===== config.mk =====
export PLATFORM = sky130hd
export DESIGN_NAME = positional_list_insert_delete
export DESIGN_NICKNAME = d
export VERILOG_FILES = /design/src/hw/rtl/plid_pkg.sv /design/src/hw/rtl/positional_list_insert_delete.sv /design/src/hw/rtl/plid_out_reg.sv
export SDC_FILE = /design/constraint.sdc
export NUM_CORES = 2
export LEC_CHECK = 0
export BUFFER_PORTS_ARGS = -buffer_cell sky130_fd_sc_hd__buf_2
export CAP_MARGIN = 25
export CORE_UTILIZATION = 30
export CTS_CLUSTER_SIZE = 14
export DETAILED_ROUTE_END_ITERATION = 12
export SLEW_MARGIN = 20
export SYNTH_ARGS = -nofsm -noshare
export SYNTH_HDL_FRONTEND = slang
export SYNTH_SLANG_ARGS = --single-unit

===== constraint.sdc =====
create_clock -name clk -period 4.56 [get_ports clk]
set_input_delay 0.228 -clock clk [delete_from_list [all_inputs] [get_ports clk]]
set_output_delay 0.228 -clock clk [all_outputs]
set_load 0.01 [all_outputs]

===== src/hw/rtl/plid_pkg.sv =====
// ----------------------------------------------------------------------------
// plid_pkg
// Shared types and codes for the positional list with insert and delete.
// ----------------------------------------------------------------------------
package plid_pkg;

  localparam int DATA_W  = 32;
  localparam int POS_W   = 7;
  localparam int CNT_W   = 7;
  localparam int FUNC_W  = 2;
  localparam int STAT_W  = 2;
  localparam int TDATA_W = 48;

  localparam logic [FUNC_W-1:0] OP_INSERT   = 2'd0;
  localparam logic [FUNC_W-1:0] OP_DELETE   = 2'd1;
  localparam logic [FUNC_W-1:0] OP_TRAVERSE = 2'd2;

  localparam logic [STAT_W-1:0] ST_OK     = 2'd0;
  localparam logic [STAT_W-1:0] ST_FULL   = 2'd1;
  localparam logic [STAT_W-1:0] ST_EMPTY  = 2'd2;
  localparam logic [STAT_W-1:0] ST_BADPOS = 2'd3;

  typedef struct packed {
    logic [STAT_W-1:0]        status;
    logic signed [DATA_W-1:0] element;
    logic [CNT_W-1:0]         count;
    logic                     last;
  } result_t;

endpackage


===== src/hw/rtl/positional_list_insert_delete.sv =====
// ----------------------------------------------------------------------------
// positional_list_insert_delete
// Ordered list of signed words with insert and delete by position, and a full traverse.
// ----------------------------------------------------------------------------
// Channel   Dir  Beat fields (low bit first)
// s_axis    in   func[1:0], position[8:2], value[40:9]
// m_axis    out  status[1:0], element[33:2], count[40:34]; tlast = last
//
// One address counter walks the list RAM. An insert reads each entry from the
// top down to the position and writes it one place higher, a delete writes each
// entry above the position one place lower, and a traverse reads and captures
// each entry before its beat goes out. Every result beat waits while the output
// is stalled. Errors skip the RAM and go straight to the result beat.
// Reset clears the state and the count, not the RAM; no entry beyond the count is used.
// ----------------------------------------------------------------------------
module positional_list_insert_delete #(
  parameter int DEPTH = 64
) (
  input  logic                          clk,
  input  logic                          rst,
  input  logic                          s_axis_tvalid,
  output logic                          s_axis_tready,
  input  logic [plid_pkg::TDATA_W-1:0]  s_axis_tdata,  // func, position, value
  output logic                          m_axis_tvalid,
  input  logic                          m_axis_tready,
  output logic [plid_pkg::TDATA_W-1:0]  m_axis_tdata,  // status, element, count
  output logic                          m_axis_tlast
);

  localparam int AW   = (DEPTH > 1) ? $clog2(DEPTH) : 1;
  localparam int CW   = $clog2(DEPTH + 1);
  localparam int CMPW = ((CW > plid_pkg::POS_W) ? CW : plid_pkg::POS_W) + 1;

  typedef enum logic [10:0] {
    S_IDLE    = 11'b00000000001,
    S_INS_RD  = 11'b00000000010,
    S_INS_WR  = 11'b00000000100,
    S_INS_PUT = 11'b00000001000,
    S_DEL_RD0 = 11'b00000010000,
    S_DEL_CAP = 11'b00000100000,
    S_DEL_RD  = 11'b00001000000,
    S_DEL_WR  = 11'b00010000000,
    S_TRV_RD  = 11'b00100000000,
    S_TRV_CAP = 11'b01000000000,
    S_EMIT    = 11'b10000000000
  } state_t;

  state_t state, state_next;

  logic [CW-1:0] cnt, cnt_next;
  logic [CW-1:0] idx, idx_next;
  logic [CW-1:0] tgt, tgt_next;
  logic signed [plid_pkg::DATA_W-1:0] val, val_next;
  plid_pkg::result_t res, res_next;

  logic [plid_pkg::DATA_W-1:0] mem [DEPTH];
  logic [plid_pkg::DATA_W-1:0] rdata;
  logic                        we;
  logic [CW-1:0]               waddr;
  logic [CW-1:0]               raddr;
  logic [plid_pkg::DATA_W-1:0] wdata;

  logic [plid_pkg::FUNC_W-1:0]        in_func;
  logic [plid_pkg::POS_W-1:0]         in_pos;
  logic signed [plid_pkg::DATA_W-1:0] in_val;
  logic [CMPW-1:0]                    pos_c;
  logic [CMPW-1:0]                    cnt_c;
  logic [CW-1:0]                      idx_inc;
  logic [CW-1:0]                      idx_dec;
  logic                               accept;
  logic                               out_space;
  logic                               out_push;

  assign in_func = s_axis_tdata[1:0];
  assign in_pos  = s_axis_tdata[8:2];
  assign in_val  = s_axis_tdata[40:9];
  assign pos_c   = CMPW'(in_pos);
  assign cnt_c   = CMPW'(cnt);
  assign idx_inc = idx + CW'(1);
  assign idx_dec = idx - CW'(1);

  assign s_axis_tready = (state == S_IDLE) && !rst;
  assign accept        = s_axis_tvalid && s_axis_tready;
  assign out_push      = (state == S_EMIT) && out_space;

  always_comb begin
    case (state)
      S_INS_RD: raddr = idx_dec;
      S_DEL_RD: raddr = idx_inc;
      default:  raddr = idx;
    endcase
  end

  always_ff @(posedge clk) begin
    if (we) begin
      mem[waddr[AW-1:0]] <= wdata;
    end
    rdata <= mem[raddr[AW-1:0]];
  end

  always_comb begin
    state_next = state;
    cnt_next   = cnt;
    idx_next   = idx;
    tgt_next   = tgt;
    val_next   = val;
    res_next   = res;
    we         = 1'b0;
    waddr      = idx;
    wdata      = rdata;

    case (state)
      S_IDLE: begin
        if (accept) begin
          res_next.status  = plid_pkg::ST_BADPOS;
          res_next.element = '0;
          res_next.count   = plid_pkg::CNT_W'(cnt);
          res_next.last    = 1'b1;
          val_next         = in_val;
          state_next       = S_EMIT;
          case (in_func)
            plid_pkg::OP_INSERT: begin
              if (cnt_c == CMPW'(DEPTH)) begin
                res_next.status = plid_pkg::ST_FULL;
              end else if (pos_c != '0 && pos_c <= cnt_c + CMPW'(1)) begin
                idx_next = cnt;
                tgt_next = CW'(pos_c - CMPW'(1));
                state_next = (cnt == CW'(pos_c - CMPW'(1))) ? S_INS_PUT : S_INS_RD;
              end
            end
            plid_pkg::OP_DELETE: begin
              if (cnt == '0) begin
                res_next.status = plid_pkg::ST_EMPTY;
              end else if (pos_c != '0 && pos_c <= cnt_c) begin
                idx_next   = CW'(pos_c - CMPW'(1));
                state_next = S_DEL_RD0;
              end
            end
            plid_pkg::OP_TRAVERSE: begin
              if (cnt == '0) begin
                res_next.status = plid_pkg::ST_EMPTY;
              end else begin
                idx_next   = '0;
                state_next = S_TRV_RD;
              end
            end
            default: begin
              res_next.status = plid_pkg::ST_BADPOS;
            end
          endcase
        end
      end
      S_INS_RD: begin
        state_next = S_INS_WR;
      end
      S_INS_WR: begin
        // Move one entry up; the read of the one below was issued last cycle.
        we         = 1'b1;
        waddr      = idx;
        wdata      = rdata;
        idx_next   = idx_dec;
        state_next = (idx_dec == tgt) ? S_INS_PUT : S_INS_RD;
      end
      S_INS_PUT: begin
        we               = 1'b1;
        waddr            = tgt;
        wdata            = val;
        cnt_next         = cnt + CW'(1);
        res_next.status  = plid_pkg::ST_OK;
        res_next.element = val;
        res_next.count   = plid_pkg::CNT_W'(cnt + CW'(1));
        res_next.last    = 1'b1;
        state_next       = S_EMIT;
      end
      S_DEL_RD0: begin
        state_next = S_DEL_CAP;
      end
      S_DEL_CAP: begin
        res_next.element = rdata;
        if (idx_inc == cnt) begin
          cnt_next        = cnt - CW'(1);
          res_next.status = plid_pkg::ST_OK;
          res_next.count  = plid_pkg::CNT_W'(cnt - CW'(1));
          res_next.last   = 1'b1;
          state_next      = S_EMIT;
        end else begin
          state_next = S_DEL_RD;
        end
      end
      S_DEL_RD: begin
        state_next = S_DEL_WR;
      end
      S_DEL_WR: begin
        we       = 1'b1;
        waddr    = idx;
        wdata    = rdata;
        idx_next = idx_inc;
        if (CW'(idx + CW'(2)) == cnt) begin
          cnt_next        = cnt - CW'(1);
          res_next.status = plid_pkg::ST_OK;
          res_next.count  = plid_pkg::CNT_W'(cnt - CW'(1));
          res_next.last   = 1'b1;
          state_next      = S_EMIT;
        end else begin
          state_next = S_DEL_RD;
        end
      end
      S_TRV_RD: begin
        state_next = S_TRV_CAP;
      end
      S_TRV_CAP: begin
        res_next.status  = plid_pkg::ST_OK;
        res_next.element = rdata;
        res_next.count   = plid_pkg::CNT_W'(cnt);
        res_next.last    = (idx_inc == cnt);
        idx_next         = idx_inc;
        state_next       = S_EMIT;
      end
      S_EMIT: begin
        // A traverse keeps walking until the beat marked last is handed to the output register.
        if (out_space) begin
          state_next = res.last ? S_IDLE : S_TRV_RD;
        end
      end
      default: begin
        state_next = S_IDLE;
      end
    endcase
  end

  always_ff @(posedge clk) begin
    if (rst) begin
      state <= S_IDLE;
      cnt   <= '0;
    end else begin
      state <= state_next;
      cnt   <= cnt_next;
    end
  end

  always_ff @(posedge clk) begin
    idx <= idx_next;
    tgt <= tgt_next;
    val <= val_next;
    res <= res_next;
  end

  plid_out_reg u_out (
    .clk           (clk),
    .rst           (rst),
    .push          (out_push),
    .res           (res),
    .space         (out_space),
    .m_axis_tvalid (m_axis_tvalid),
    .m_axis_tready (m_axis_tready),
    .m_axis_tdata  (m_axis_tdata),
    .m_axis_tlast  (m_axis_tlast)
  );

endmodule


===== src/hw/rtl/plid_out_reg.sv =====
// ----------------------------------------------------------------------------
// plid_out_reg
// One-entry result register between the sequencer and the output stream.
// ----------------------------------------------------------------------------
module plid_out_reg (
  input  logic                          clk,
  input  logic                          rst,
  input  logic                          push,
  input  plid_pkg::result_t             res,
  output logic                          space,
  output logic                          m_axis_tvalid,
  input  logic                          m_axis_tready,
  output logic [plid_pkg::TDATA_W-1:0]  m_axis_tdata,  // status, element, count
  output logic                          m_axis_tlast
);

  plid_pkg::result_t held;
  logic              full;

  // The slot frees in the same cycle its beat is taken.
  assign space = !full || m_axis_tready;

  always_ff @(posedge clk) begin
    if (rst) begin
      full <= 1'b0;
    end else if (push) begin
      full <= 1'b1;
    end else if (m_axis_tready) begin
      full <= 1'b0;
    end
  end

  always_ff @(posedge clk) begin
    if (push) begin
      held <= res;
    end
  end

  assign m_axis_tvalid = full;
  assign m_axis_tdata  = {7'd0, held.count, held.element, held.status};
  assign m_axis_tlast  = held.last;

endmodule


Yosys cells after proc, flatten, opt, wreduce, memory -nomap -nowiden

Memory sizes are Yosys's and may differ from the RTL's. A register that Yosys moved wholly into a read port is not among the register bits.
Index checks and enable logic that the tools add are counted.

Input bits: 52
Memory bits (writable): 2048
Logic and storage cells: 127
Memories kept: 1
Register bits: 149
Output and inout bits: 51

Equal/unequal tests: 28
Reduce and logical (&&, ||, !) cells: 30
Muxes and demuxes: 44
Bitwise logic cells: 1
Order comparisons: 2
Add/sub/neg operators: 7

Memory list:

| memory | depth | width | rd ports | clocked after Yosys merged registers in | wr ports | line                                | RTL |
|---|---|---|---|---|---|---|---|
| mem    | 64    | 32    | 1        | 1                                       | 1        | positional_list_insert_delete.sv:56 | `logic [plid_pkg::DATA_W-1:0] mem [DEPTH];` |

Operator list:

| kind                 | count |
|---|---|
| $pmux 11 s10         | 1 |
| $mux 11              | 9 |
| $pmux 32 s3          | 1 |
| $pmux 7 s3           | 3 |
| $mux 7               | 8 |
| $mux 42              | 1 |
| $pmux 8 s5           | 1 |
| $pmux 11 s3          | 1 |
| $mux 32              | 1 |
| $eq 7x7->1           | 4 |
| $sub 7x1->7 const B  | 3 |
| $mux 8               | 2 |
| $ne 3x3->1 const B   | 5 |
| $add 7x1->7 const B  | 2 |
| $pmux 6 s2           | 1 |
| $eq 11x1->1 const B  | 1 |
| $eq 11x10->1 const B | 1 |
| $eq 11x11->1 const B | 1 |
| $eq 11x2->1 const B  | 1 |
| $eq 11x3->1 const B  | 1 |
| $eq 11x4->1 const B  | 1 |
| $eq 11x5->1 const B  | 1 |
| $eq 11x6->1 const B  | 1 |
| $eq 11x7->1 const B  | 1 |
| 36 further kinds     | 60 |

Depth between registers and ports, before layout

Depth after elaboration: 8
Mapped depth: 16
Gate-level depth less buffers: 13

Modules after synthesis

A second synthesis with hierarchy kept.

Cell total of the unflattened synthesis: 5244
Area total of the unflattened synthesis: 87071.0 um2

Modules (own cells, without submodules):

| module                        | cells an instance | area each (um2) | times used |
|---|---|---|---|
| positional_list_insert_delete | 5190              | 85707.2         | 1 |
| plid_out_reg                  | 54                | 1363.8          | 1 |

Worst setup path after synthesis

Ideal clock, no wire load.

Kind: reg-to-reg
Start point: reg state[9]
End point: reg res[10] (netlist name)
Arrival: 3728 ps
Path buffers: 3
Data required time: 4128 ps
Cell stages (with the launch flop): 10
Setup slack: 400 ps
Period minus slack after synthesis: 4160 ps
Cell sequence: dfxtp_1 nor4_4 nand2_1 nor2_1 and4b_1 clkbuf_1 clkbuf_1 buf_1 nor2_1 a21oi_1

Cells in the longest elaborated chain, start to end: 5

Ends and longest elaborated chain:

| what                                  | line                                                                      | RTL |
|---|---|---|
| start: declaration                    | positional_list_insert_delete.sv:48                                       | `state_t state, state_next;` |
| start signal: assignment              | positional_list_insert_delete.sv:236                                      | `state <= state_next;` |
| $eq 11x1->1                           | positional_list_insert_delete.sv:82, positional_list_insert_delete.sv:112 |  |
| $logic_and 1x1->1                     | positional_list_insert_delete.sv:82                                       | `assign s_axis_tready = (state == S_IDLE) && !rst;` |
| $logic_and 1x1->1                     | positional_list_insert_delete.sv:83                                       | `assign accept = s_axis_tvalid && s_axis_tready;` |
| $ne 2x2->1 (no source line)           | -                                                                         |  |
| $reduce_and 2->1 (no source line) (*) | -                                                                         |  |

Every way passes the cells marked *; elsewhere a longest branch is shown, timed or not.
A chain may end at the register's enable or synchronous reset.

Worst setup path after layout

Start point: reg idx[0]
End point: reg rdata[26] (netlist bit), read port of mem

Cells in the longest elaborated chain, start to end: 2

Ends and longest elaborated chain:

| what                                              | line                                                                     | RTL |
|---|---|---|
| start: declaration                                | positional_list_insert_delete.sv:51                                      | `logic [CW-1:0] idx, idx_next;` |
| start signal: assignment                          | positional_list_insert_delete.sv:242                                     | `idx <= idx_next;` |
| $add 7x1->7 / $sub 7x1->7 (equally long branches) | positional_list_insert_delete.sv:79, positional_list_insert_delete.sv:80 |  |
| $pmux 6 s2 (*)                                    | positional_list_insert_delete.sv:87                                      | `case (state)` |
| end: declaration                                  | positional_list_insert_delete.sv:57                                      | `logic [plid_pkg::DATA_W-1:0] rdata;` |

Marked as above.

==> tab_implementation.tex <==
\begin{tabular}{lr}
\hline
Metric & Value \\
\hline
\multicolumn{2}{l}{\textbf{Worst hold path}} \\
\quad Depth of the worst hold-timing path & 2 \\
\quad Origin of the worst min-delay path & s\_axis\_tdata[28] \\
\quad Hold worst-path end & val[19] \\
\quad Type of the most critical hold path & in -> reg \\
\multicolumn{2}{l}{\textbf{CTS}} \\
\quad Cts bufs inserted & 211 \\
\quad Clock input transition at the sequential cells of the worst setup and hold paths & around 70 ps \\
\quad H-tree depth & 4 \\
\quad Bufs on Longest Clock Path & 3 \\
\quad CTS Sinks & $\sim$2200 \\
\quad Clock insertion delay at the later pin of the skew report & 870 ps \\
\quad TritonCTS clock tree & done \\
\quad Root buffer cell & clkbuf\_16 \\
\multicolumn{2}{l}{\textbf{Finish}} \\
\quad Synth-to-layout area growth & 17.41\% \\
\quad Layout cell share with drive strength beyond 1 & 23.21\% \\
\quad Count of nets after finishing & 5119 \\
\quad Post-route cell area & between 100000 and 150000 um2 \\
\multicolumn{2}{l}{\textbf{Timing}} \\
\quad Fin. Hold Viols & 0 \\
\quad Final count of negative-setup-slack endpoints & 0 \\
\quad F\_max & 246.3 MHz \\
\quad Total Negative Setup Slacks & 0 ps \\
\quad PnR worst setup slack & approximately 500 ps \\
\quad Worst-Margin Slew & about 1100 ps \\
\quad RSZ-0062 raised after global routing & false \\
\quad Clock period minus final worst setup slack & 4060 ps \\
\quad Final period util & just under 90\% \\
\quad Post-Route Skew & roughly 28 ps \\
\quad Relative slew slack & between 20 and 25\% \\
\quad Pins Over Slew Limit & 0 \\
\multicolumn{2}{l}{\textbf{Pwr}} \\
\quad Total power of the final layout & around 42000 uW \\
\quad Largest vdd supply drop & between 0.3 and 0.4 mV \\
\quad PD cells & 410.7 nW/um2 \\
\quad P\_leak & 0.03230 uW \\
\multicolumn{2}{l}{\textbf{Status}} \\
\quad Outcome & completed \\
\multicolumn{2}{l}{\textbf{Setup path}} \\
\quad Endpoint of the most critical register-to-register path & rdata[26] \\
\quad Highest fanout seen on the critical path & 15 \\
\quad Critical path cell sequence & buf\_4 > ha\_1 > nand3\_1 > a21oi\_2 > xnor2\_4 > nand2\_2 > buf\_4 > o22ai\_1 > nor3\_1 > buf\_4 > or4\_1 \\
\quad Worst Setup Path Type & reg -> reg \\
\quad Required time worst endpoint & 5280 ps \\
\quad Slowest library cell on the worst path & xnor2\_4 \\
\quad Launch instance of the worst register-to-register path & idx[0] \\
\quad Startpoint type of the worst setup path & flop \\
\quad Crit path largest cell delay & 760 ps \\
\quad Critical path capture point type & flop \\
\quad Dominant cell type by count on the critical path & buf\_4 \\
\quad Register-to-register path setup slack & 500 ps \\
\quad Worst Path Arrival & between 4000 and 5000 ps \\
\quad Depth of the worst register-to-register path & 11 \\
\multicolumn{2}{l}{\textbf{Detailed routing}} \\
\quad Remaining design rule violation count & 0 \\
\quad DRT Wirelength & roughly 240000 um \\
\quad Antenna Nets Post-Route & 0 \\
\quad DR iter-0 viols & 5480 \\
\quad Routed length per instance & 26.64 um \\
\quad Via count of the routed design & 46710 \\
\quad Via density per instance & 5.198 \\
\quad Number of detailed-route iterations in the first pass & 5 \\
\multicolumn{2}{l}{\textbf{Synthesis}} \\
\quad Number of enable-type register cells in the synthesized netlist & between 2000 and 2500 \\
\quad Number of library cell types mapped by synthesis & 76 \\
\quad Synthesized area & just under 90000 um2 \\
\quad Cell count after synthesis & 4643 \\
\quad Sequential cell area fraction in the yosys report & 76.73\% \\
\quad Dominant register cell in the synthesized netlist & edfxtp\_1 \\
\quad Post-synth ARST share & 0\% \\
\quad Area contributors post-synth & edfxtp\_1 (76\%), mux4\_2 (9.9\%), nand2\_1 (2.6\%) \\
\quad Synthesized area per cell & 18.65 um2 \\
\quad Flops \& latches, synth & roughly 2200 \\
\quad Synthesis Warnings & 0 \\
\quad Most area-hungry cell type in the Yosys netlist & edfxtp\_1 \\
\quad Area share of the largest cell type after synthesis & between 70\% and 80\% \\
\multicolumn{2}{l}{\textbf{Placed design}} \\
\quad Final weighted congestion in routability-driven placement & between 0.8 and 0.9 \\
\quad HPWL after DPL & 142000 um \\
\quad Total cell area at the placement stage & 94350 um2 \\
\quad Count of buffers from port buffering & 88 \\
\quad Setup slack after placement & 568.9 ps \\
\multicolumn{2}{l}{\textbf{Global routing}} \\
\quad Global-route congestion overflow total & 0 \\
\quad Largest net degree at the start of global routing & between 90 and 100 \\
\quad Number of antenna violations at the first check in global routing & 14 \\
\quad First-pass GRT wire length & 341300 um \\
\quad Global-route usage over all layers & between 10\% and 20\% \\
\quad Via count of the first global-routing pass & 46260 \\
\multicolumn{2}{l}{\textbf{Die}} \\
\quad Effective utilization at floorplan & between 30\% and 40\% \\
\quad DIE WIDTH & roughly 540 um \\
\quad DIE AREA & 290700 um2 \\
\quad Standard-cell row count & 196 \\
\quad CORE AREA & about 290000 um2 \\
\quad I/O pin cnt & 103 \\
\quad Die Ht & 539.2 um \\
\multicolumn{2}{l}{\textbf{Job}} \\
\quad Max-cap violations & 0 \\
\hline
\end{tabular}
## layout make-up
type                       count  area [um2]
fill                       26380      184300
sequential                  2229       66420
multi-input combinational   2132       19410
clock buffer                 266        5687
tap                         3762        4707
timing repair buffer         438        4212
clock inverter               128        1082
inverter                      29       108.9
antenna                        3       7.507
## power breakdown
group,total (uW),switching (uW),internal [uW]
logic,1700,1150,545
clock network,17300,7590,9670
registers,22800,87.1,22700
total,41700,8830,32900
## critical path: cells and delay by family (launching register included)
family / cells / cell delay [ps]
simple gates: 4 / 1350
xor+xnor: 1 / 760
buf+inv: 3 / 750
flops: 1 / 430
compound gates: 2 / 310
fa+ha+maj: 1 / 280
## cells in the mapped netlist, types with 21 or more instances
cell      count
buf_4        28
nor2_1      136
clkbuf_1     92
nand3_1     135
a22o_1       31
buf_1        44
dfxtp_1      51
a32oi_1      63
xnor2_1      44
a31oi_1      52
inv_1        27
buf_2        73
nand4_1      40
o22ai_1      96
buf_6        21
o21ai_0      56
mux4_2      379
ha_1         26
nand2_1     594
mux2i_1     120
a22oi_1      48
edfxtp_1   2178
nor3_1       47
a21oi_1      51
## registers in the layout, summed over array words and instances, names as in the netlist
signal / count
cnt: 7
idx: 7
mem: 2048
rdata: 32
res: 42
state: 11
tgt: 7
u_out.m_axis_tdata: 41
u_out.m_axis_tlast: 1
u_out.m_axis_tvalid: 1
val: 32
## cells in the final DEF, fill, tap and decap left out, types with 26 or more instances in the layout
master,synthesis,final
a21oi_1,51,50
a22o_1,31,31
a22oi_1,48,48
a31oi_1,52,52
a32oi_1,63,63
buf_12,0,80
buf_2,73,88
buf_4,28,220
clkbuf_1,92,44
clkbuf_16,0,219
clkinv_1,2,45
clkinv_2,0,55
dfxtp_1,51,51
dlygate4sd3_1,0,49
edfxtp_1,2178,2178
ha_1,26,26
inv_1,27,27
mux2i_1,120,120
mux4_2,379,379
nand2_1,594,558
nand2_2,0,36
nand3_1,135,134
nand4_1,40,40
nor2_1,136,67
nor2_4,0,72
nor3_1,47,47
o21ai_0,56,56
o22ai_1,96,96
xnor2_1,44,43
## how the worst max path moves through the flow
| stage | start | endpoint | slack, ps | cells past startpoint |
|---|---|---|---|---|
| 4_1_cts | idx[0] | rdata[26] | 550 | 11 |
| 2_1_floorplan | state[9] | res[10] | 400 | 9 |
| 3_5_place_dp | idx[0] | rdata[26] | 570 | 11 |
| 6_report | idx[0] | rdata[26] | 500 | 11 |
| 5_1_grt | state[1] | rdata[23] | 330 | 10 |
| 3_3_place_gp | idx[0] | rdata[26] | 590 | 11 |
## repair_timing
| action | 4_1_cts | 5_1_grt |
|---|---|---|
| hold buffers | 49 | 0 |
| hold endpoints to repair | 63 | 0 |
| resized for setup | 0 | 0 |
| buffers inserted | 0 | 0 |
## cell families after synthesis
group | count (synthesis) | synth area share (%)
other | 1 | 0.004332
xor gates and xnor gates | 61 | 0.6475
adders and majority gates | 26 | 0.3758
DFF | 2229 | 76.73
buffers and inverters | 288 | 1.671
muxes | 500 | 11.26
AOI/OAI and AO/OA | 497 | 4.063
and+or+nand+nor | 1041 | 5.252
## stage by stage
step	cells	utilization, %	hold slack, ps
2_1_floorplan	4649	-	326.9
3_3_place_gp	8540	33.00	402.8
3_5_place_dp	8540	33.00	405.2
4_1_cts	8983	35.53	21.55
5_1_grt	8985	35.54	58.11
6_report	8987	35.55	92.03
## layer usage
metal / global-route usage, % / wire [um] / share of wire (%) / vias up
met5: 0 / 27 / 0.011 / -
met4: 5.075 / 7064 / 3.0 / 4
met3: 2.887 / 19260 / 8.0 / 388
met2: 26.80 / 115900 / 48 / 2069
met1: 21.50 / 97080 / 41 / 24690
li1: - / - / - / 19560
(Power assumes the default switching activity.)
